<file path="config.mk">
export PLATFORM = sky130hd
export DESIGN_NAME = sldq_cell
export DESIGN_NICKNAME = d
export VERILOG_FILES = /design/src/hw/rtl/sldq_pkg.sv /design/src/hw/rtl/sldq_cell.sv
export SDC_FILE = /design/constraint.sdc
export NUM_CORES = 1
export LEC_CHECK = 0
export BUFFER_PORTS_ARGS = -buffer_cell sky130_fd_sc_hd__buf_2
export CAP_MARGIN = 30
export CORE_ASPECT_RATIO = 0.8
export CORE_MARGIN = 8
export CORE_UTILIZATION = 47
export CTS_BUF_LIST = sky130_fd_sc_hd__clkbuf_4 sky130_fd_sc_hd__clkbuf_8
export CTS_CLUSTER_DIAMETER = 200
export CTS_CLUSTER_SIZE = 30
export DETAILED_ROUTE_END_ITERATION = 6
export GPL_TIMING_DRIVEN = 0
export PLACE_DENSITY = 0.84
export SYNTH_ARGS = -nofsm -noshare
export SYNTH_HDL_FRONTEND = slang
export SYNTH_SLANG_ARGS = --single-unit
</file>
<file path="constraint.sdc">
create_clock -name clock -period 3.86 [get_ports clock]
set_input_delay 0.579 -clock clock [delete_from_list [all_inputs] [get_ports clock]]
set_output_delay 0.579 -clock clock [all_outputs]
set_load 0.01 [all_outputs]
</file>
<file path="src/hw/rtl/sldq_pkg.sv">
// Shared types and constants for the sorted double-ended queue.
package sldq_pkg;

   localparam int CAPACITY = 64;
   localparam int WORD_WIDTH = 32;

   localparam logic signed [WORD_WIDTH-1:0] FAIL_WORD = {1'b1, {(WORD_WIDTH-1){1'b0}}};

   typedef enum logic [1:0] {
      OP_INSERT     = 2'd0,
      OP_REMOVE_MIN = 2'd1,
      OP_REMOVE_MAX = 2'd2
   } sldq_op_type;

   typedef enum logic [1:0] {
      STATUS_OK    = 2'd0,
      STATUS_EMPTY = 2'd1,
      STATUS_FULL  = 2'd2
   } sldq_status_type;

   typedef struct packed {
      logic                         apply;
      sldq_op_type                  op;
      logic signed [WORD_WIDTH-1:0] value;
   } sldq_cmd_type;

   typedef struct packed {
      logic                         occ;
      logic                         lt;
      logic signed [WORD_WIDTH-1:0] entry;
   } sldq_cell_type;

endpackage

</file>
<file path="src/hw/rtl/sldq_cell.sv">
// One slot of the sorted chain, shifting entries to and from its neighbours.
module sldq_cell
   import sldq_pkg::*;
(
   input  logic          clock,
   input  logic          reset,
   input  sldq_cmd_type  cmd,
   input  sldq_cell_type left_cell,
   input  sldq_cell_type right_cell,
   output sldq_cell_type cell_out
);

   logic signed [WORD_WIDTH-1:0] entry_ff;
   logic signed [WORD_WIDTH-1:0] entry_in;
   logic                         occ_ff;
   logic                         occ_in;

   always_comb begin
      entry_in = entry_ff;
      occ_in   = occ_ff;
      if (cmd.apply) begin
         unique case (cmd.op)
            OP_INSERT: begin
               occ_in = left_cell.occ;
               if (!cell_out.lt) begin
                  entry_in = left_cell.lt ? cmd.value : left_cell.entry;
               end
            end
            OP_REMOVE_MIN: begin
               entry_in = right_cell.entry;
               occ_in   = right_cell.occ;
            end
            OP_REMOVE_MAX: begin
               occ_in = occ_ff & right_cell.occ;
            end
            default: begin
               entry_in = entry_ff;
               occ_in   = occ_ff;
            end
         endcase
      end
   end

   always_ff @(posedge clock) begin
      entry_ff <= entry_in;
      if (reset) begin
         occ_ff <= 1'b0;
      end else begin
         occ_ff <= occ_in;
      end
   end

   assign cell_out.occ   = occ_ff;
   assign cell_out.lt    = occ_ff && (entry_ff < cmd.value);
   assign cell_out.entry = entry_ff;

endmodule
</file>
Yosys cells after proc, flatten, opt, wreduce, memory -nomap -nowiden
Cells that the tools add are included.
{ "word_totals": {"register_bits": 33, "out_inout_bits": 34, "word_cells": 17} }
{ "op_classes": {"n_lt_le_gt_ge": 1, "n_eq_ne": 3, "mux": 4, "n_bitwise": 1, "n_reduce_logical": 6} }
{ "ops": {"columns": ["op", "count"], "rows": [
  ["2-to-1 mux 32 bit", 2],
  ["case mux 32 bit (2 select lines)", 1],
  ["less-than comparator 32 bit", 1],
  ["case mux 1 bit (3 select lines)", 1],
  ["AND reduction 3 bit", 1],
  ["nonzero test 3 bit", 1],
  ["== test 2 x 1 -> 1 bit, second input constant", 1],
  ["== test 2 bit, second input constant", 1],
  ["zero test 2 bit", 1],
  ["!= test 2 bit, second input constant", 1],
  ["AND reduction 2 bit", 1],
  ["nonzero test 2 bit", 1],
  ["bitwise AND 1 bit", 1],
  ["logical AND 1 bit", 1]
]} }

Depth between registers and ports, before layout
Gate-level depths: netlist of run 1.
{ "logic_depth": {"ltp_word": 4, "ltp_mapped": 8} }

Least setup slack after synthesis of run 1
Ideal clock, no wire load.
{ "synth_timing": {"path_type": "input-to-reg", "from": "input port cmd[7] (netlist bit)", "to": "register entry_ff[0], enable pin", "setup_ns": 0.421, "arrival_ns": 3.141, "required_ns": 3.439, "setup_slack_ns": 0.297, "stages": 7, "n_path_buf": 0, "path_cell_list": "inv_1 -> ha_1 -> nand4_1 -> o311a_1 -> o41ai_2 -> a211oi_1 -> nor2_1"} }
{ "synth_via": {"elab_chain_len": 4} }
{ "synth_lines": {"columns": ["item", "line_no", "rtl"], "rows": [
  ["start: declaration", "sldq_cell.sv:7", "input sldq_cmd_type cmd,"],
  ["less-than comparator 32 bit", "sldq_cell.sv:54", "assign cell_out.lt = occ_ff && (entry_ff < cmd.value);"],
  ["logical AND 1 bit", "sldq_cell.sv:54", null],
  ["!= test 2 bit (no line)", null, null],
  ["AND reduction 3 bit (no line)", null, null],
  ["end signal: assignment", "sldq_cell.sv:45", "entry_ff <= entry_in;"],
  ["end: declaration", "sldq_cell.sv:13", "logic signed [WORD_WIDTH-1:0] entry_ff;"]
]} }
Every way passes these cells.
A chain may end at the register's enable or synchronous reset.

==> flow_metrics.py, run 1 <==
metrics = {
    "sta": {
        "fin_crit_sh": 0.757,
        "fin_worst_skew_ns": 0.0115,
        "worstMarginPinSlew_ns": 0.946,
        "fin_crit_ns": 2.92,
        "slew_headroom": 0.368,
        "hold_viol": 0,
        "rsz0062_at_grt": "false",
        "report.final.slew_viol_count": 0,
        "setup_viol": 0,
        "max_freq_ghz": 0.342,
    },
    "floorplanning": {
        "start_util": 0.478,
        "dieWidth_um": 98.4,
        "io_pins": 139,
        "rows": 24,
        "die_h_um": 81.9,
        "dieArea_um2": 8060,
        "core_area_um2": 5350,
    },
    "clocking": {
        "clockBufferDepth": 2,
        "cts-hold-fix-buffers": 0,
        "cts_setup_buffers": 0,
        "ctsResizeCount": 0,
        "h-tree-depth": 2,
        "cts_made_buffers": 5,
        "cts_tree": "built",
        "clkTransAtPathRegs_ns": 0.07,
        "cts_root_buffer": "clkbuf_8",
        "clk_latency_ns": 0.28,
        "clock_sinks": 33,
    },
    "synthesis": {
        "syn-mean-instance-area_um2": 9.35,
        "syn-instance-count": 273,
        "yosysMostFrequentCell": "nand2_1",
        "yosysTopAreaCell": "edfxtp_1",
        "synth-edff-count": 32,
        "async_reset_ff_frac": 0,
        "synthFlopType": "edfxtp_1",
        "syn_nets": 413,
        "netlist.area_leader.share": 0.376,
        "synthTopCellsByCount": "nand2_1, o21ai_0, ha_1, inv_1, mux2i_1",
        "ys_seq_area_frac": 0.384,
        "syn_area_um2": 2550,
        "synth_cell_type_count": 28,
        "ys_seq_elements": 33,
        "synth-warning-count": 0,
        "synthTopCellsByArea": "edfxtp_1, ha_1, mux2i_1",
    },
    "drt": {
        "drc": 0,
        "wl_per_cell_um": 15.4,
        "first_iter_violations": 76,
        "vias": 2489,
        "drtAntennaViolNets": 0,
        "vias_per_cell": 5.16,
        "firstDrtPassIters": 4,
        "route.layer.met1.wl_mm": 3.13,
        "highest_layer": "met4",
        "wl_met3_um": 381,
        "met2_length_mm": 3.79,
        "routed_wl_mm": 7.41,
    },
    "placed_design": {
        "globalplace.congestion": 0.813,
        "place_hpwl_mm": 6.24,
        "portBuffers": 136,
        "placed_cell_area_um2": 3320,
    },
    "power": {
        "vdd_drop_max_uv": 238,
        "power_density_nw_per_um2": 309,
        "p_leak_nw": 1.78,
        "power_w": 0.00107,
    },
    "setup_path": {
        "crit_arrival_ns": 2.34,
        "crit_path_start_kind": "input pin",
        "end_kind": "primary output",
        "cp_max_fo": 3,
        "required_ns": 3.28,
        "crit_type": "in2out",
    },
    "global_routing": {
        "grt_max_degree": 33,
        "antenna_found_initial": 0,
        "grt_pass1_vias": 2587,
        "grtUsageTotal": 0.181,
        "overflow": 0,
        "grt_pass1_wl_mm": 11.8,
    },
    "job": {
        "drv_cap": 0,
    },
    "outcome": {
        "status": "completed",
    },
    "final_layout": {
        "drive_gt1_frac": 0.360,
        "final_nets": 556,
        "antenna_cells": 0,
        "area_growth_pct": 35.4,
        "fin_area_um2": 3460,
    },
    "min_path": {
        "hold_class": "in2reg",
    },
}
## metrics by stage
stage          setup TNS, ns  cells  utilization  worst slack, ns  hold WS [ns]
2_1_floorplan              0    273            -            0.297         0.570
3_3_place_gp          -21.47    474        0.620           -0.672         0.611
3_5_place_dp               0    474        0.621            0.570         0.629
4_1_cts                    0    482        0.647            0.878         0.439
5_1_grt                    0    482        0.647            0.774         0.435
6_report                   0    482        0.647            0.936         0.445
## state kept, by name, indices dropped and copies added (netlist names)
signal / cells
entry_ff: 32
occ_ff: 1
## worst max-delay path, stage by stage
cell and delay (ns):
buf_2 0.09, inv_1 0.05, ha_1 0.31, nand4_1 0.10, o311a_1 0.39, o41ai_2 0.34
a21oi_1 0.14, mux2i_1 0.18, buf_2 0.16
## cells by family (layout without fill, tap and decap cells)
family / count (synthesis) / count (layout) / synth area share
AND/OR/NAND/NOR: 61 / 61 / 0.100
multiplexers: 33 / 33 / 0.129
flip-flops: 33 / 33 / 0.384
AO/OA/AOI/OAI: 64 / 64 / 0.142
adder cells (fa/ha/maj): 35 / 35 / 0.172
buffers and inverters: 47 / 191 / 0.0721
## routing by layer
metal	GRT usage	up-vias
met4	0.0656	0
met2	0.321	70
met3	0.0474	8
met5	0	-
met1	0.209	1154
li1	-	1257
## final cells by class
type,count,area [µm²]
fill,454,1890
multi-input combinational,193,1400
sequential,33,981
timing repair buffer,136,681
inverter,35,131
tap,65,81.3
clock buffer,5,68.8
clock inverter,3,65.1
buffer,12,52.6
## cells in the final DEF, fill, tap and decap left out, drive strengths merged
cell and instances:
nand2b 1, o21ai 38, nor2b 1, a41o 1, o311a 1, nand2 42, dfxtp 1, ha 35
nand3 3, a211o 1, a21oi 15, inv 35, mux2i 33, nor3 1, buf 140, o221ai 1
a31oi 1, edfxtp 32, clkbuf 13, o41ai 1, nor2 6, nor4 1, o211ai 1, a21o 1
nand4 6, a211oi 3, bufinv 2, clkinv 1
## report_power, final
group | switching (W) | internal (W) | total [W]
Sequential | 0.0000108 | 0.000422 | 0.000433
Clock | 0.000133 | 0.000257 | 0.000390
Combinational | 0.000131 | 0.000115 | 0.000246
Total | 0.000275 | 0.000794 | 0.00107
## final timing paths
| path | startpoint | end | slack, ns | depth (start not counted) |
|---|---|---|---|---|
| worst max-delay path | cmd[7] | cell_out[32] | 0.94 | 9 |
| worst min register to register | occ_ff | occ_ff | 0.63 | 2 |
| worst max register to register | entry_ff[7] | entry_ff[9] | 0.97 | 6 |
| worst min-delay path | reset | occ_ff | 0.44 | 2 |
(Power assumes the default switching activity.)
==> run 2, diff against run 1 <==
--- a/config.mk
+++ b/config.mk
@@ -5,17 +5,18 @@
 export SDC_FILE = /design/constraint.sdc
 export NUM_CORES = 1
 export LEC_CHECK = 0
+export ABC_AREA = 1
 export BUFFER_PORTS_ARGS = -buffer_cell sky130_fd_sc_hd__buf_2
 export CAP_MARGIN = 30
 export CORE_ASPECT_RATIO = 0.8
 export CORE_MARGIN = 8
-export CORE_UTILIZATION = 47
+export CORE_UTILIZATION = 42
 export CTS_BUF_LIST = sky130_fd_sc_hd__clkbuf_4 sky130_fd_sc_hd__clkbuf_8
 export CTS_CLUSTER_DIAMETER = 200
 export CTS_CLUSTER_SIZE = 30
 export DETAILED_ROUTE_END_ITERATION = 6
 export GPL_TIMING_DRIVEN = 0
-export PLACE_DENSITY = 0.84
+export PLACE_DENSITY = 0.79
 export SYNTH_ARGS = -nofsm -noshare
 export SYNTH_HDL_FRONTEND = slang
 export SYNTH_SLANG_ARGS = --single-unit
==> constraint.sdc (replaced) <==
create_clock -name clock -period 2.5 [get_ports clock]
set_input_delay 0.375 -clock clock [delete_from_list [all_inputs] [get_ports clock]]
set_output_delay 0.375 -clock clock [all_outputs]
set_load 0.01 [all_outputs]
==> run 2 against run 1 <==
Against the previous run: first-iteration DRC count rose by 38%; via count rose by 10%; clock skew fell by 0.0091 ns; clock power barely moved; hold slack got worse by 0.19 ns; design area rose by 3.3%; synthesized cell count rose by 23%; critical path depth rose by 2; final cell count rose by 17%; area after synthesis rose by 1.5%; die area rose by 11%; register-to-register slack got worse by 0.68 ns; critical path type is now reg2out; largest cell class unchanged.
==> flow_metrics.py, run 2 <==
metrics = {
    "synthesis": {
        "synthTopCellsByArea": "edfxtp_1, ha_1, nand2_1",
        "synth_xor_area_frac": 0,
        "async_reset_ff_frac": 0,
        "synth_cell_type_count": 24,
        "ys_seq_area_frac": 0.379,
        "synth-edff-count": 32,
        "synth-warning-count": 0,
        "yosysTopAreaCell": "edfxtp_1",
        "synthSimpleGateAreaFrac": 0.180,
        "synthTopCellsByCount": "nand2_1, inv_1, o21ai_0",
        "syn_area_um2": 2590,
        "ys_seq_elements": 33,
        "syn-mean-instance-area_um2": 7.74,
        "synth_compound_area_frac": 0.178,
        "synth_fa_ha_area_frac": 0.169,
        "synth_top_family_by_area": "simple AND/OR/NAND/NOR gates",
        "netlist.area_leader.share": 0.371,
        "synthFlopType": "edfxtp_1",
        "synthMuxAreaShare": 0,
        "syn_nets": 475,
        "yosysMostFrequentCell": "nand2_1",
        "syn-instance-count": 335,
    },
    "setup_path": {
        "crit_arrival_ns": 1.98,
        "crit_type": "reg2out",
        "end_kind": "primary output",
        "required_ns": 2.12,
        "crit_path_start_kind": "flop",
        "cp_max_fo": 2,
    },
    "clocking": {
        "cts-hold-fix-buffers": 0,
        "clk_latency_ns": 0.28,
        "cts_tree": "built",
        "clock_sinks": 33,
        "clkTransAtPathRegs_ns": 0.07,
        "cts_root_buffer": "clkbuf_8",
        "h-tree-depth": 2,
        "cts_made_buffers": 5,
        "clockBufferDepth": 2,
    },
    "global_routing": {
        "grt_max_degree": 20,
        "overflow": 0,
        "grt_pass1_wl_mm": 13.4,
        "antenna_found_initial": 0,
        "grt_pass1_vias": 2905,
        "grtUsageTotal": 0.179,
    },
    "floorplanning": {
        "dieWidth_um": 104,
        "dieArea_um2": 8950,
        "start_util": 0.436,
        "io_pins": 139,
        "core_area_um2": 5940,
        "die_h_um": 86.3,
        "rows": 25,
    },
    "power": {
        "power_w": 0.00149,
        "vdd_drop_max_uv": 241,
        "pwr-share-comb": 0.288,
        "p_seq_frac": 0.451,
        "clockPowerShare": 0.261,
        "p_int_w": 0.00104,
        "p_leak_nw": 1.83,
        "sw_frac_of_total": 0.299,
        "power_density_nw_per_um2": 417,
        "p_sw_w": 0.000445,
    },
    "drt": {
        "wl_per_cell_um": 14.6,
        "firstDrtPassIters": 5,
        "vias": 2743,
        "routed_wl_mm": 8.25,
        "first_iter_violations": 105,
        "drtAntennaViolNets": 0,
        "vias_per_cell": 4.86,
        "drc": 0,
    },
    "sta": {
        "setup_viol": 0,
        "report.final.slew_viol_count": 0,
        "fin_crit_sh": 0.942,
        "max_freq_ghz": 0.425,
        "worstMarginPinSlew_ns": 0.522,
        "setup_ws_ns": 0.145,
        "fin_crit_ns": 2.35,
        "hold_viol": 0,
        "fin_worst_skew_ns": 0.00236,
        "slew_headroom": 0.652,
    },
    "job": {
        "drv_cap": 0,
    },
    "placed_design": {
        "portBuffers": 136,
        "globalplace.congestion": 0.777,
        "place_ws_ns": -0.215,
        "place_hpwl_mm": 6.65,
        "dp.cells": 553,
    },
    "final_layout": {
        "largest_reg_flops": 32,
        "final_cell_mix": "buf_2, nand2_1, inv_1",
        "drive_gt1_frac": 0.360,
        "regMostFlops": "entry_ff",
        "stdcell_count": 564,
        "n_fill_cell": 569,
        "reg_top3": "entry_ff: 32 flops, occ_ff: 1 flops",
        "area_growth_pct": 37.8,
        "layout_commonest_cell": "buf_2",
        "final_nets": 623,
        "antenna_cells": 0,
    },
    "min_path": {
        "hold_class": "in2reg",
    },
    "outcome": {
        "status": "completed",
    },
}
## run 2: repair_timing
item,CTS,global route
gates resized for setup,1,13
pin swaps,0,5
buffers inserted,2,2
gates cloned,0,0
setup endpoints to repair,19,1
## run 2: critical path, cell delays in order (launching register included)
cell	delay, ns
edfxtp_1	0.40
ha_1	0.32
a21oi_1	0.19
o21ai_1	0.10
a21oi_2	0.13
nand2_2	0.08
nand2_2	0.08
nand2_2	0.05
nand2_2	0.06
nand2_1	0.05
nor2_1	0.09
buf_2	0.13
## run 2: cells by family after synthesis
kind of cell	Yosys count
DFF	33
adders and majority gates	35
buffers and inverters	63
and+or+nand+nor	117
AOI/OAI and AO/OA	87
## run 2: final timing paths
kind | start | end | slack (ns) | depth (start not counted)
worst min register to register | occ_ff | occ_ff | 0.53 | 2
worst min-delay path | reset | occ_ff | 0.25 | 2
worst max-delay path | entry_ff[13] | cell_out[32] | 0.15 | 11
worst max register to register | entry_ff[13] | entry_ff[20] | 0.29 | 11
## run 2: power groups by stage
stage	Clock [W]	Combinational, W	Sequential (W)
floorplan	0	0.000213	0.000695
global placement	0	0.000386	0.000681
detailed placement	0	0.000408	0.000682
CTS	0.000395	0.000414	0.000670
global route	0.000421	0.000486	0.000674
finish	0.000389	0.000429	0.000671
## run 2: cell type report
class / instances / area (µm²) / area share
Clock buffer: 6 / 76.3 / 0.0214
Tap cell: 81 / 101 / 0.0284
Clock inverter: 1 / 3.75 / 0.00105
Buffer: 15 / 65.1 / 0.0182
Timing Repair Buffer: 141 / 738 / 0.207
Multi-Input combinational cell: 239 / 1420 / 0.398
Inverter: 48 / 184 / 0.0515
Sequential cell: 33 / 981 / 0.275
## run 2: metal layers
metal,wire length (µm),global-route usage,vias up
met1,3430,0.200,1230
li1,-,-,1403
met5,0,0,-
met3,710,0.0660,5
met2,4080,0.323,105
met4,34,0.0275,0
## run 2: per-stage QoR
stage / utilization / TNS, ns / hold slack [ns] / instance area, µm²
floorplan: - / 0 / 0.454 / 2590
global placement: 0.568 / -14.91 / 0.509 / 3370
detailed placement: 0.572 / -4.61 / 0.516 / 3400
CTS: 0.589 / 0 / 0.250 / 3500
global route: 0.601 / -0.00160 / 0.254 / 3570
finish: 0.601 / 0 / 0.253 / 3570
